## src/rtl/ipv4hc_pkg.sv

```systemverilog
// Shared types, constants and a function for the IPv4 receive header check.
package ipv4hc_pkg;

    localparam int HDR_BYTES = 20;
    localparam int CNT_W     = 5;

    // Byte positions inside the fixed IPv4 header.
    localparam logic [CNT_W-1:0] POS_VERSION  = CNT_W'(0);
    localparam logic [CNT_W-1:0] POS_TLEN_HI  = CNT_W'(2);
    localparam logic [CNT_W-1:0] POS_TLEN_LO  = CNT_W'(3);
    localparam logic [CNT_W-1:0] POS_PROTOCOL = CNT_W'(9);
    localparam logic [CNT_W-1:0] POS_CSUM_HI  = CNT_W'(10);
    localparam logic [CNT_W-1:0] POS_CSUM_LO  = CNT_W'(11);
    localparam logic [CNT_W-1:0] POS_SRC_FIRST = CNT_W'(12);
    localparam logic [CNT_W-1:0] POS_DST_FIRST = CNT_W'(16);
    localparam logic [CNT_W-1:0] POS_LAST     = CNT_W'(HDR_BYTES - 1);

    localparam logic [3:0] VERSION_IPV4  = 4'd4;
    localparam logic [7:0] PROTO_ICMP    = 8'd1;
    localparam logic [7:0] PROTO_UDP     = 8'd17;

    typedef enum logic [2:0] {
        VERDICT_DELIVER     = 3'd0,
        VERDICT_TOO_SHORT   = 3'd1,
        VERDICT_BAD_VERSION = 3'd2,
        VERDICT_BAD_CSUM    = 3'd3,
        VERDICT_NOT_FOR_US  = 3'd4,
        VERDICT_PROTO_UNRCH = 3'd5
    } t_verdict;

    typedef struct packed {
        logic [7:0]  data_byte;
        logic        packet_end;
        logic [15:0] received_len;
    } t_in_item;

    typedef struct packed {
        t_verdict    verdict;
        logic [7:0]  protocol;
        logic [31:0] source_ip;
        logic [15:0] padding_len;
    } t_out_item;

    // Ones-complement addition of two 16-bit words with end-around carry.
    function automatic logic [15:0] ones_add(input logic [15:0] a, input logic [15:0] b);
        logic [16:0] s;
        logic [16:0] f;
        s = {1'b0, a} + {1'b0, b};
        f = {1'b0, s[15:0]} + {16'd0, s[16]};
        return f[15:0];
    endfunction

endpackage

```

## src/rtl/ipv4_rx_header_check_top.sv

```systemverilog
// IPv4 receive header check: byte-wide header parser with one verdict per packet.
//
// Packet bytes enter on the input channel (i_in_valid / o_in_ready), header
// first, each with the received buffer length and an end-of-packet flag. The
// local host address is loaded through i_cfg_we / i_cfg_wdata; the user must
// do so only while idle, as the block does not enforce it. Verdicts leave on
// the output channel (o_out_valid / i_out_ready): one per packet, at the last
// header byte, or at an end flag that arrives earlier. Bytes after the header
// produce nothing, and all packet state clears at each end flag.
// A byte is held in an input register, then parsed and checked combinationally
// into the output register, from which its verdict leaves. One byte is taken
// per cycle, sustained, as long as no verdict waits on a stalled receiver.
// When the receiver stalls, the held verdict stays in the output register;
// bytes that produce no verdict keep flowing, and a byte that would produce
// one waits in the input register until the output register drains.
// A synchronous active-low reset empties both registers, clears the packet
// state and sets the local address to zero.
module ipv4_rx_header_check_top
    import ipv4hc_pkg::*;
(
    input  logic        i_clk,
    input  logic        i_rst_n,
    input  logic        i_in_valid,
    output logic        o_in_ready,
    input  t_in_item    i_in_data,
    output logic        o_out_valid,
    input  logic        i_out_ready,
    output t_out_item   o_out_data,
    input  logic        i_cfg_we,
    input  logic [31:0] i_cfg_wdata
);

    logic [31:0]      r_local_ip;
    logic             r_s1_valid;
    t_in_item         r_s1_data;
    logic             r_out_valid;
    t_out_item        r_out_data;

    logic [CNT_W-1:0] r_byte_count, n_byte_count;
    logic [15:0]      r_word_sum, n_word_sum;
    logic [7:0]       r_high_byte, n_high_byte;
    logic [3:0]       r_version, n_version;
    logic [15:0]      r_total_len, n_total_len;
    logic [7:0]       r_protocol, n_protocol;
    logic [15:0]      r_stored_csum, n_stored_csum;
    logic [31:0]      r_source_addr, n_source_addr;
    logic [31:0]      r_dest_addr, n_dest_addr;
    logic             r_verdict_given, n_verdict_given;

    logic             take;
    logic             hdr_done;
    logic             early_end;
    logic             has_result;
    logic             out_free;
    logic             s1_adv;
    logic             short_pkt;
    logic [31:0]      last_dst;
    logic [15:0]      last_sum;
    t_verdict         verdict;
    t_out_item        result;

    assign take       = r_s1_valid && !r_verdict_given;
    assign hdr_done   = take && (r_byte_count == POS_LAST);
    assign early_end  = take && !hdr_done && r_s1_data.packet_end;
    assign has_result = hdr_done || early_end;
    assign out_free   = !r_out_valid || i_out_ready;
    assign s1_adv     = r_s1_valid && (out_free || !has_result);
    assign o_in_ready = !r_s1_valid || s1_adv;

    // The last header byte completes the destination address and the final checksum word.
    assign last_dst = {r_dest_addr[23:0], r_s1_data.data_byte};
    assign last_sum = ones_add(r_word_sum, {r_high_byte, r_s1_data.data_byte});

    // Field capture and checksum accumulation for the byte in the input register.
    always_comb begin
        n_byte_count    = r_byte_count;
        n_word_sum      = r_word_sum;
        n_high_byte     = r_high_byte;
        n_version       = r_version;
        n_total_len     = r_total_len;
        n_protocol      = r_protocol;
        n_stored_csum   = r_stored_csum;
        n_source_addr   = r_source_addr;
        n_dest_addr     = r_dest_addr;
        n_verdict_given = r_verdict_given;

        if (take) begin
            priority if (r_byte_count == POS_VERSION) begin
                n_version = r_s1_data.data_byte[7:4];
            end else if (r_byte_count == POS_TLEN_HI) begin
                n_total_len = {r_s1_data.data_byte, 8'd0};
            end else if (r_byte_count == POS_TLEN_LO) begin
                n_total_len = {r_total_len[15:8], r_s1_data.data_byte};
            end else if (r_byte_count == POS_PROTOCOL) begin
                n_protocol = r_s1_data.data_byte;
            end else if (r_byte_count == POS_CSUM_HI) begin
                n_stored_csum = {r_s1_data.data_byte, 8'd0};
            end else if (r_byte_count == POS_CSUM_LO) begin
                n_stored_csum = {r_stored_csum[15:8], r_s1_data.data_byte};
            end else if (r_byte_count >= POS_SRC_FIRST && r_byte_count < POS_DST_FIRST) begin
                n_source_addr = {r_source_addr[23:0], r_s1_data.data_byte};
            end else if (r_byte_count >= POS_DST_FIRST) begin
                n_dest_addr = {r_dest_addr[23:0], r_s1_data.data_byte};
            end else begin
                n_version = r_version;
            end

            // Odd positions close a big-endian word; the checksum word is skipped.
            if (r_byte_count[0]) begin
                if (r_byte_count != POS_CSUM_LO) begin
                    n_word_sum = ones_add(r_word_sum, {r_high_byte, r_s1_data.data_byte});
                end
            end else begin
                n_high_byte = r_s1_data.data_byte;
            end

            n_byte_count = r_byte_count + CNT_W'(1);
            if (hdr_done) begin
                n_verdict_given = 1'b1;
            end
        end

        if (r_s1_valid && r_s1_data.packet_end) begin
            n_byte_count    = '0;
            n_word_sum      = '0;
            n_high_byte     = '0;
            n_version       = '0;
            n_total_len     = '0;
            n_protocol      = '0;
            n_stored_csum   = '0;
            n_source_addr   = '0;
            n_dest_addr     = '0;
            n_verdict_given = 1'b0;
        end
    end

    // Verdict, checked in priority order on the header fields as they stand after the
    // last header byte, before any end-of-packet clear.
    always_comb begin
        short_pkt = r_s1_data.received_len < 16'(HDR_BYTES);
        priority if (early_end || short_pkt) begin
            verdict = VERDICT_TOO_SHORT;
        end else if (r_version != VERSION_IPV4) begin
            verdict = VERDICT_BAD_VERSION;
        end else if (~last_sum != r_stored_csum) begin
            verdict = VERDICT_BAD_CSUM;
        end else if (last_dst != r_local_ip) begin
            verdict = VERDICT_NOT_FOR_US;
        end else if (r_protocol != PROTO_ICMP && r_protocol != PROTO_UDP) begin
            verdict = VERDICT_PROTO_UNRCH;
        end else begin
            verdict = VERDICT_DELIVER;
        end

        result.verdict = verdict;
        if (verdict == VERDICT_TOO_SHORT) begin
            result.protocol    = '0;
            result.source_ip   = '0;
            result.padding_len = '0;
        end else begin
            result.protocol  = r_protocol;
            result.source_ip = r_source_addr;
            if (r_total_len < r_s1_data.received_len) begin
                result.padding_len = r_s1_data.received_len - r_total_len;
            end else begin
                result.padding_len = '0;
            end
        end
    end

    always_ff @(posedge i_clk) begin
        if (!i_rst_n) begin
            r_local_ip <= '0;
        end else if (i_cfg_we) begin
            r_local_ip <= i_cfg_wdata;
        end
    end

    always_ff @(posedge i_clk) begin
        if (!i_rst_n) begin
            r_s1_valid <= 1'b0;
        end else if (o_in_ready) begin
            r_s1_valid <= i_in_valid;
        end
    end

    always_ff @(posedge i_clk) begin
        if (o_in_ready) begin
            r_s1_data <= i_in_data;
        end
    end

    always_ff @(posedge i_clk) begin
        if (!i_rst_n) begin
            r_byte_count    <= '0;
            r_word_sum      <= '0;
            r_high_byte     <= '0;
            r_version       <= '0;
            r_total_len     <= '0;
            r_protocol      <= '0;
            r_stored_csum   <= '0;
            r_source_addr   <= '0;
            r_dest_addr     <= '0;
            r_verdict_given <= 1'b0;
        end else if (s1_adv) begin
            r_byte_count    <= n_byte_count;
            r_word_sum      <= n_word_sum;
            r_high_byte     <= n_high_byte;
            r_version       <= n_version;
            r_total_len     <= n_total_len;
            r_protocol      <= n_protocol;
            r_stored_csum   <= n_stored_csum;
            r_source_addr   <= n_source_addr;
            r_dest_addr     <= n_dest_addr;
            r_verdict_given <= n_verdict_given;
        end
    end

    always_ff @(posedge i_clk) begin
        if (!i_rst_n) begin
            r_out_valid <= 1'b0;
        end else if (s1_adv && has_result) begin
            r_out_valid <= 1'b1;
        end else if (i_out_ready) begin
            r_out_valid <= 1'b0;
        end
    end

    always_ff @(posedge i_clk) begin
        if (s1_adv && has_result) begin
            r_out_data <= result;
        end
    end

    assign o_out_valid = r_out_valid;
    assign o_out_data  = r_out_data;

    // The counter parks at the header length exactly while a verdict is out.
    a_count_parked: assert property (@(posedge i_clk) disable iff (!i_rst_n)
        r_verdict_given |-> (r_byte_count == CNT_W'(HDR_BYTES)))
        else $error("byte count not parked after verdict");

    a_count_range: assert property (@(posedge i_clk) disable iff (!i_rst_n)
        !r_verdict_given |-> (r_byte_count < CNT_W'(HDR_BYTES)))
        else $error("byte count ran past header without verdict");

    a_short_zero: assert property (@(posedge i_clk) disable iff (!i_rst_n)
        (o_out_valid && o_out_data.verdict == VERDICT_TOO_SHORT) |->
        (o_out_data.protocol == 8'd0 && o_out_data.source_ip == 32'd0
         && o_out_data.padding_len == 16'd0))
        else $error("too-short verdict carries nonzero fields");

    // A new verdict is never loaded over one that the receiver has not taken.
    a_no_overwrite: assert property (@(posedge i_clk) disable iff (!i_rst_n)
        (r_out_valid && !i_out_ready) |-> !(s1_adv && has_result))
        else $error("pending verdict overwritten");

    a_reset_empty: assert property (@(posedge i_clk)
        !i_rst_n |=> (!r_s1_valid && !o_out_valid))
        else $error("pipeline not empty after reset");

endmodule
```

## config.mk

```make
export PLATFORM = sky130hd
export DESIGN_NAME = ipv4_rx_header_check_top
export DESIGN_NICKNAME = d
export VERILOG_FILES = /design/src/rtl/ipv4hc_pkg.sv /design/src/rtl/ipv4_rx_header_check_top.sv
export SDC_FILE = /design/constraint.sdc
export NUM_CORES = 1
export LEC_CHECK = 0
export BUFFER_PORTS_ARGS = -buffer_cell sky130_fd_sc_hd__clkbuf_2
export CORE_MARGIN = 2
export CORE_UTILIZATION = 54
export DETAILED_ROUTE_END_ITERATION = 16
export PLACE_DENSITY = 0.87
export SKIP_LAST_GASP = 1
export SYNTH_ARGS = -nofsm -noshare
export SYNTH_HDL_FRONTEND = slang
export SYNTH_SLANG_ARGS = --single-unit
```

## constraint.sdc

```tcl
create_clock -name i_clk -period 4.3 [get_ports i_clk]
set_input_delay 0.215 -clock i_clk [delete_from_list [all_inputs] [get_ports i_clk]]
set_output_delay 0.215 -clock i_clk [all_outputs]
set_load 0.01 [all_outputs]
```

==> reports/qor_table.md, run 1 <==
| Item | Value |
| --- | --- |
| Status | finished with violations |
| Violations in the final reports | negative setup slack |
| Total clock sinks | 248 |
| Initial Utilization | 55.2% |
| DR pass1 iterations | 5 |
| Proportion of netlist area held by the largest area contributor | 27.2% |
| Path type of the worst setup path | reg2reg |
| Syn. warnings | 0 |
| Path category of the worst min-delay check | in2reg |
| Commonest non-fill, non-tap cell in the layout | sky130_fd_sc_hd__dfxtp_1 |
| Distinct cell type count of the synthesized netlist | 68 |
| CP Data Required Time | 4560 ps |
| Met3 wire length | 2160 µm |
| Register clock-pin slew on the reported worst setup and hold paths | 60 ps |
| Nature of the critical path endpoint | register |
| Ratio of cells with drive above 1 in the final layout | 16.6% |
| DRT Wirelength | 30,600 µm |
| Synthesized cell area | 12,100 µm² |
| Detailed-placement wirelength estimate | 19,900 µm |
| DRT met1 WL | 12,400 µm |
| Post-detailed-route via-to-cell ratio | 5.73 |
| Initial antenna violation count | 0 |
| RSZ-0062 raised after global routing | true |
| Minimum setup slack in the final design | -141 ps |
| Highest signal layer in the routed design | met4 |
| Mapped Cells | 1,246 |
| Clock root buffer master | sky130_fd_sc_hd__clkbuf_16 |
| Post-synthesis to final-layout area growth | 21.0% |
| Fin crit period | 4440 ps |
| Top_reg_cell synth | sky130_fd_sc_hd__dfxtp_1 |
| Total gr overflow | 0 |
| First-pass GRT wire length | 47,600 µm |
| Maximum capacitance violations | 0 |
| Syn nets | 1,348 |
| Reg2reg setup slack | -140 ps |
| Deepest clock path buffer count | 3 |
| Max Freq | 225 MHz |
| Final worst-path cycle share | 103% |
| Max FO, Critical Path | 4 |
| Sequential share of the synthesized area | 48.1% |
| Row cnt | 54 |
| Number of nets in the layout | 1,526 |
| Pin count of the biggest net entering global routing | 94 |
| Critical Path Start Type | register |
| Synth area leaders | sky130_fd_sc_hd__dfxtp_1 (27%), sky130_fd_sc_hd__edfxtp_1 (21%), sky130_fd_sc_hd__nor2b_1 (5.1%) |
| Combined global-route utilization of all metal layers | 24.6% |
| Final antenna-violating net count | 0 |
| Post-route design area | 14,600 µm² |
| Pwr per Cell Area | 359 nW/µm² |
| Via count of the first global-routing pass | 9,490 |
| Number of DRC violations after detailed-routing iteration 0 | 811 |
| Remaining routing DRC violations | 0 |
| #FFs+latches synth | 248 |
| Standby leakage power | 5.79 nW |
| Final Wtd Congestion | 0.943 |
| Maximum level of the CTS H-tree | 1 |
| Async set-or-reset flop fraction in the synthesized netlist | 0% |
| # IOs | 123 |
| TritonCTS buffer count | 26 |
| Measured slew at the worst slew-check pin | 1330 ps |
| Rel. slew slack | 10.4% |
| Fin. Hold Viols | 0 |
| Final setup skew | 6.76 ps |
| Data arrival, critical path | 4700 ps |
| Core area | 21,900 µm² |
| Max VDD drop | 0.000279 V |
| Die width | 154 µm |
| Chip Height | 154 µm |
| Count of port buffers added during placement | 122 |
| ANT cells | 0 |
| Average instance area after synthesis | 9.70 µm² |
| Worst hold margin | 134 ps |
| Most frequent cells in the layout | sky130_fd_sc_hd__dfxtp_1 (164), sky130_fd_sc_hd__clkbuf_2 (121), sky130_fd_sc_hd__nor2b_1 (97) |
| Fill cell total of the finished layout | 1,566 |
| Count of endpoints failing setup in the final report | 3 |
| Detail-routed net length per standard cell | 17.7 µm |
| DP Area | 13,000 µm² |
| Die Area | 23,600 µm² |
| Clock latency reported for the late side of the worst-skew pair | 530 ps |
| Count of vias placed by the detailed router | 9,871 |
| Clock tree from TritonCTS | yes |
| Max Transition Viols Final | 0 |
| Synth area leader | sky130_fd_sc_hd__dfxtp_1 |
| Detailed-routed wire length on met2 | 14,300 µm |
| Number of enable flip-flop cells after synthesis | 84 |
[cell type report]
type | count | area (µm²) | area share [%]
clock inverter | 6 | 47.5 | 0.325
sequential | 248 | 5810 | 39.7
tap | 280 | 350 | 2.40
multi-input combinational | 883 | 5970 | 40.8
inverter | 50 | 188 | 1.28
timing repair buffer | 215 | 1470 | 10.0
clock buffer | 42 | 795 | 5.43
[worst paths after layout]
| kind | from | cells after the start | end |
|---|---|---|---|
| worst min-delay path | i_out_ready | 3 | o_out_valid |
| worst max-delay path | last_dst[0] | 23 | o_out_data[57] |
| worst max register to register | last_dst[0] | 23 | o_out_data[57] |
| worst min register to register | r_source_addr[30] | 2 | r_source_addr[30] |
[cells by family (layout without fill, tap and decap cells)]
kind of cell             after synthesis  in the layout  synth area share, %
AND/OR/NAND/NOR                      495            495                 22.0
adder cells (fa/ha/maj)               40             40                 4.27
XOR/XNOR                              74             74                 5.55
buffers and inverters                115            313                 3.61
flip-flops                           248            248                 48.1
multiplexers                          38             38                 3.17
AO/OA/AOI/OAI                        236            236                 13.3
[stage by stage]
step / cells / power, mW / util [%] / TNS [ps] / setup WS, ps
detailed placement: 1607 / 3.04 / 59.6 / -326 / -128
CTS: 1716 / 5.24 / 66.3 / 0 / 12.6
floorplan: 1246 / 2.88 / - / -1.28 / -1.28
global placement: 1607 / 3.02 / 59.6 / 0 / 30.7
global route: 1724 / 5.40 / 66.8 / -833 / -294
finish: 1724 / 5.24 / 66.8 / -309 / -141
[flip-flops by register name, summed over array words and instances, names as in the netlist]
signal           flops
r_verdict_given      1
o_out_valid          1
last_dst             8
r_s1_data           17
r_total_len         16
r_source_addr       32
r_byte_count         5
o_out_data          59
r_stored_csum       16
r_high_byte          8
r_protocol           8
r_version            4
r_dest_addr         24
r_local_ip          32
r_word_sum          16
r_s1_valid           1
[worst max-delay path, stage by stage (launching register included)]
cell                       delay [ps]
sky130_fd_sc_hd__edfxtp_1         370
sky130_fd_sc_hd__ha_2             200
sky130_fd_sc_hd__inv_2             40
sky130_fd_sc_hd__fa_2             340
sky130_fd_sc_hd__nand2b_4         150
sky130_fd_sc_hd__a21o_1           200
sky130_fd_sc_hd__a21o_1           180
sky130_fd_sc_hd__a21oi_2          130
sky130_fd_sc_hd__o21ai_1           70
sky130_fd_sc_hd__nand2_1           80
sky130_fd_sc_hd__a21o_1           110
sky130_fd_sc_hd__a21o_1           160
sky130_fd_sc_hd__ha_2             200
sky130_fd_sc_hd__nor2b_4          180
sky130_fd_sc_hd__nand2b_4          80
sky130_fd_sc_hd__nor3_4           150
sky130_fd_sc_hd__nand3_2          140
sky130_fd_sc_hd__nor2_2           170
sky130_fd_sc_hd__nand3b_1         140
sky130_fd_sc_hd__buf_4            190
sky130_fd_sc_hd__nor4_4           340
sky130_fd_sc_hd__a311oi_4         100
sky130_fd_sc_hd__nor4_4           330
sky130_fd_sc_hd__a31oi_1          110
[metal layers]
layer | global-route usage (%) | up-vias
met4 | 13.1 | 0
met1 | 30.6 | 4615
met3 | 4.14 | 109
met2 | 40.9 | 409
met5 | 0 | -
li1 | - | 4738
[cell usage after synthesis (all sizes together) (38+ instances only)]
| library cell | number |
|---|---|
| nor2b | 99 |
| nor3 | 50 |
| clkbuf | 52 |
| edfxtp | 84 |
| a21boi | 48 |
| nor2 | 56 |
| o21ai | 55 |
| dfxtp | 164 |
| ha | 38 |
| a21oi | 47 |
| and2 | 66 |
| inv | 50 |
| nand2 | 97 |
| xor2 | 52 |
| nand3 | 61 |
[what timing repair did]
action | CTS | global route
pin swaps | 5 | 2
gates cloned | 0 | 0
setup endpoints to repair | 3 | 3
buffers inserted | 3 | 8
hold endpoints to repair | 58 | 0
gates resized for setup | 4 | 9
hold buffers | 58 | 0
[report_power, final]
part           switching (mW)  internal [mW]  leakage (nW)
registers              0.0393           2.48          2.16
logic                   0.306          0.229          3.22
clock network           0.923           1.26         0.414
total                    1.27           3.98          5.79
No activity file was read; power rests on OpenSTA's default activity.
==> run 2: changes to the inputs <==
--- a/config.mk
+++ b/config.mk
@@ -5,7 +5,7 @@
 export SDC_FILE = /design/constraint.sdc
 export NUM_CORES = 1
 export LEC_CHECK = 0
-export BUFFER_PORTS_ARGS = -buffer_cell sky130_fd_sc_hd__clkbuf_2
+export BUFFER_PORTS_ARGS = -buffer_cell sky130_fd_sc_hd__buf_2
 export CORE_MARGIN = 2
 export CORE_UTILIZATION = 54
 export DETAILED_ROUTE_END_ITERATION = 16
==> run 2 against run 1 <==
The flow still finishes with violations (negative setup slack). Sequential cell count unchanged. Sequential power is essentially flat. Critical path depth down 1. Critical path type unchanged.
==> reports/qor_table.md, run 2 (synthesis results as in run 1) <==
| Item | Value |
| --- | --- |
| DR pass1 iterations | 9 |
| DRT Wirelength | 31,000 µm |
| Final antenna-violating net count | 0 |
| Commonest non-fill, non-tap cell in the layout | sky130_fd_sc_hd__dfxtp_1 |
| Register clock-pin slew on the reported worst setup and hold paths | 60 ps |
| Max VDD drop | 0.000290 V |
| Row cnt | 54 |
| Final setup skew | 9.17 ps |
| Post-detailed-route via-to-cell ratio | 5.82 |
| Chip Height | 154 µm |
| Post-Route Setup TNS | -441 ps |
| Pwr per Cell Area | 362 nW/µm² |
| Rel. slew slack | 20.9% |
| Post-route design area | 14,600 µm² |
| Minimum setup slack in the final design | -175 ps |
| First-pass GRT wire length | 49,000 µm |
| Via count of the first global-routing pass | 9,694 |
| Standby leakage power | 5.76 nW |
| Number of DRC violations after detailed-routing iteration 0 | 880 |
| Number of nets in the layout | 1,526 |
| Path type of the worst setup path | reg2reg |
| Flip-flop count of the largest register, all copies and words added | 59 |
| Final worst-path cycle share | 104% |
| Clock tree from TritonCTS | yes |
| Count of port buffers added during placement | 122 |
| Clock root buffer master | sky130_fd_sc_hd__clkbuf_16 |
| Remaining routing DRC violations | 0 |
| # IOs | 123 |
| Maximum level of the CTS H-tree | 1 |
| Most frequent cells in the layout | sky130_fd_sc_hd__dfxtp_1 (164), sky130_fd_sc_hd__buf_2 (121), sky130_fd_sc_hd__nor2b_1 (97) |
| Pin count of the biggest net entering global routing | 93 |
| Fin. Hold Viols | 0 |
| Final Wtd Congestion | 0.938 |
| ANT cells | 0 |
| Status | finished with violations |
| Die Area | 23,600 µm² |
| Initial antenna violation count | 0 |
| Deepest clock path buffer count | 3 |
| Die width | 154 µm |
| Hold Path Cell Cnt | 3 |
| Maximum capacitance violations | 0 |
| CP Data Required Time | 4560 ps |
| Ratio of cells with drive above 1 in the final layout | 16.3% |
| Fin crit period | 4480 ps |
| Combined global-route utilization of all metal layers | 25.3% |
| TritonCTS buffer count | 26 |
| Detail-routed net length per standard cell | 18.0 µm |
| Worst r2r path cells | 22 |
| Total gr overflow | 0 |
| Nature of the critical path endpoint | register |
| Critical Path Start Type | register |
| Total clock sinks | 248 |
| Max Freq | 223 MHz |
| Clock latency reported for the late side of the worst-skew pair | 540 ps |
| DP Area | 13,000 µm² |
| Initial Utilization | 55.2% |
| Max Transition Viols Final | 0 |
| Count of endpoints failing setup in the final report | 3 |
| Core area | 21,900 µm² |
| Detailed-placement wirelength estimate | 20,200 µm |
| Path category of the worst min-delay check | in2reg |
| Max FO, Critical Path | 3 |
| Data arrival, critical path | 4730 ps |
| Measured slew at the worst slew-check pin | 1190 ps |
| Post-synthesis to final-layout area growth | 20.9% |
| Count of vias placed by the detailed router | 10,000 |
| RSZ-0062 raised after global routing | true |
| Violations in the final reports | negative setup slack |
| Worst hold margin | 145 ps |
==> run 2: cell count changes in the layout (fill, tap and decap cells not counted), sizes merged <==
| cell | previous run | this run |
|---|---|---|
| buf | 36 | 157 |
| bufinv | 0 | 3 |
| clkbuf | 163 | 32 |
| clkinv | 5 | 12 |
==> run 2: worst paths after layout <==
check               startpoint                end  slack (ps)
min                i_out_ready        o_out_valid         140
max reg2reg        last_dst[0]     o_out_data[57]        -180
max                last_dst[0]     o_out_data[57]        -180
min reg2reg  r_source_addr[28]  r_source_addr[28]         470
==> run 2: critical path, cell delays in order, from the launching register on <==
cell and delay [ps]:
sky130_fd_sc_hd__edfxtp_1 370, sky130_fd_sc_hd__ha_2 190, sky130_fd_sc_hd__inv_2 40, sky130_fd_sc_hd__fa_2 340
sky130_fd_sc_hd__nand2b_4 160, sky130_fd_sc_hd__a21o_1 180, sky130_fd_sc_hd__a21o_1 180, sky130_fd_sc_hd__a21oi_2 140
sky130_fd_sc_hd__o21ai_1 70, sky130_fd_sc_hd__nand2_1 70, sky130_fd_sc_hd__a21o_1 110, sky130_fd_sc_hd__a21o_1 160
sky130_fd_sc_hd__ha_2 180, sky130_fd_sc_hd__nor2b_4 160, sky130_fd_sc_hd__nand2b_4 80, sky130_fd_sc_hd__buf_4 140
sky130_fd_sc_hd__xnor2_1 260, sky130_fd_sc_hd__nand3_1 160, sky130_fd_sc_hd__o21ai_1 180, sky130_fd_sc_hd__nand3_1 150
sky130_fd_sc_hd__or4_4 570, sky130_fd_sc_hd__nor4_4 180, sky130_fd_sc_hd__a31oi_1 120
==> run 2: repair_timing <==
item / CTS / global route
endpoints found under the hold margin: 58 / 0
setup buffers: 4 / 7
pin swaps: 16 / 13
endpoints found under the setup margin: 3 / 3
gates resized for setup: 9 / 4
hold buffers: 58 / 0
gates cloned: 0 / 0
==> run 2: per-stage QoR <==
| stage | setup WS (ps) | power (mW) | utilization, % | std cells |
|---|---|---|---|---|
| final | -175 | 5.29 | 66.7 | 1724 |
| after global routing | -322 | 5.45 | 66.7 | 1724 |
| after CTS | -78.5 | 5.29 | 66.4 | 1717 |
| after detailed placement | -144 | 3.04 | 59.6 | 1607 |
| after global placement | 22.9 | 3.02 | 59.6 | 1607 |
| after floorplan | -1.28 | 2.88 | - | 1246 |
==> run 2: power breakdown <==
group / switching, mW / leakage, nW / internal [mW]
Sequential: 0.0382 / 2.16 / 2.48
Combinational: 0.310 / 3.20 / 0.230
Clock: 0.940 / 0.401 / 1.29
Total: 1.29 / 5.76 / 4.00
==> run 2: routing by layer <==
metal	global-route usage (%)	vias up	wire [µm]
met5	0	-	0
met4	12.5	0	1610
met3	4.62	124	2430
met2	41.5	464	14500
met1	32.3	4720	12400
li1	-	4732	-
==> run 2: final cells by class <==
cell class | count | area (µm²)
Multi-Input combinational cell | 883 | 5960
Sequential cell | 248 | 5810
Clock buffer | 32 | 673
Fill cell | 1555 | 7280
Clock inverter | 16 | 163
Timing Repair Buffer | 215 | 1470
Inverter | 50 | 188
Tap cell | 280 | 350
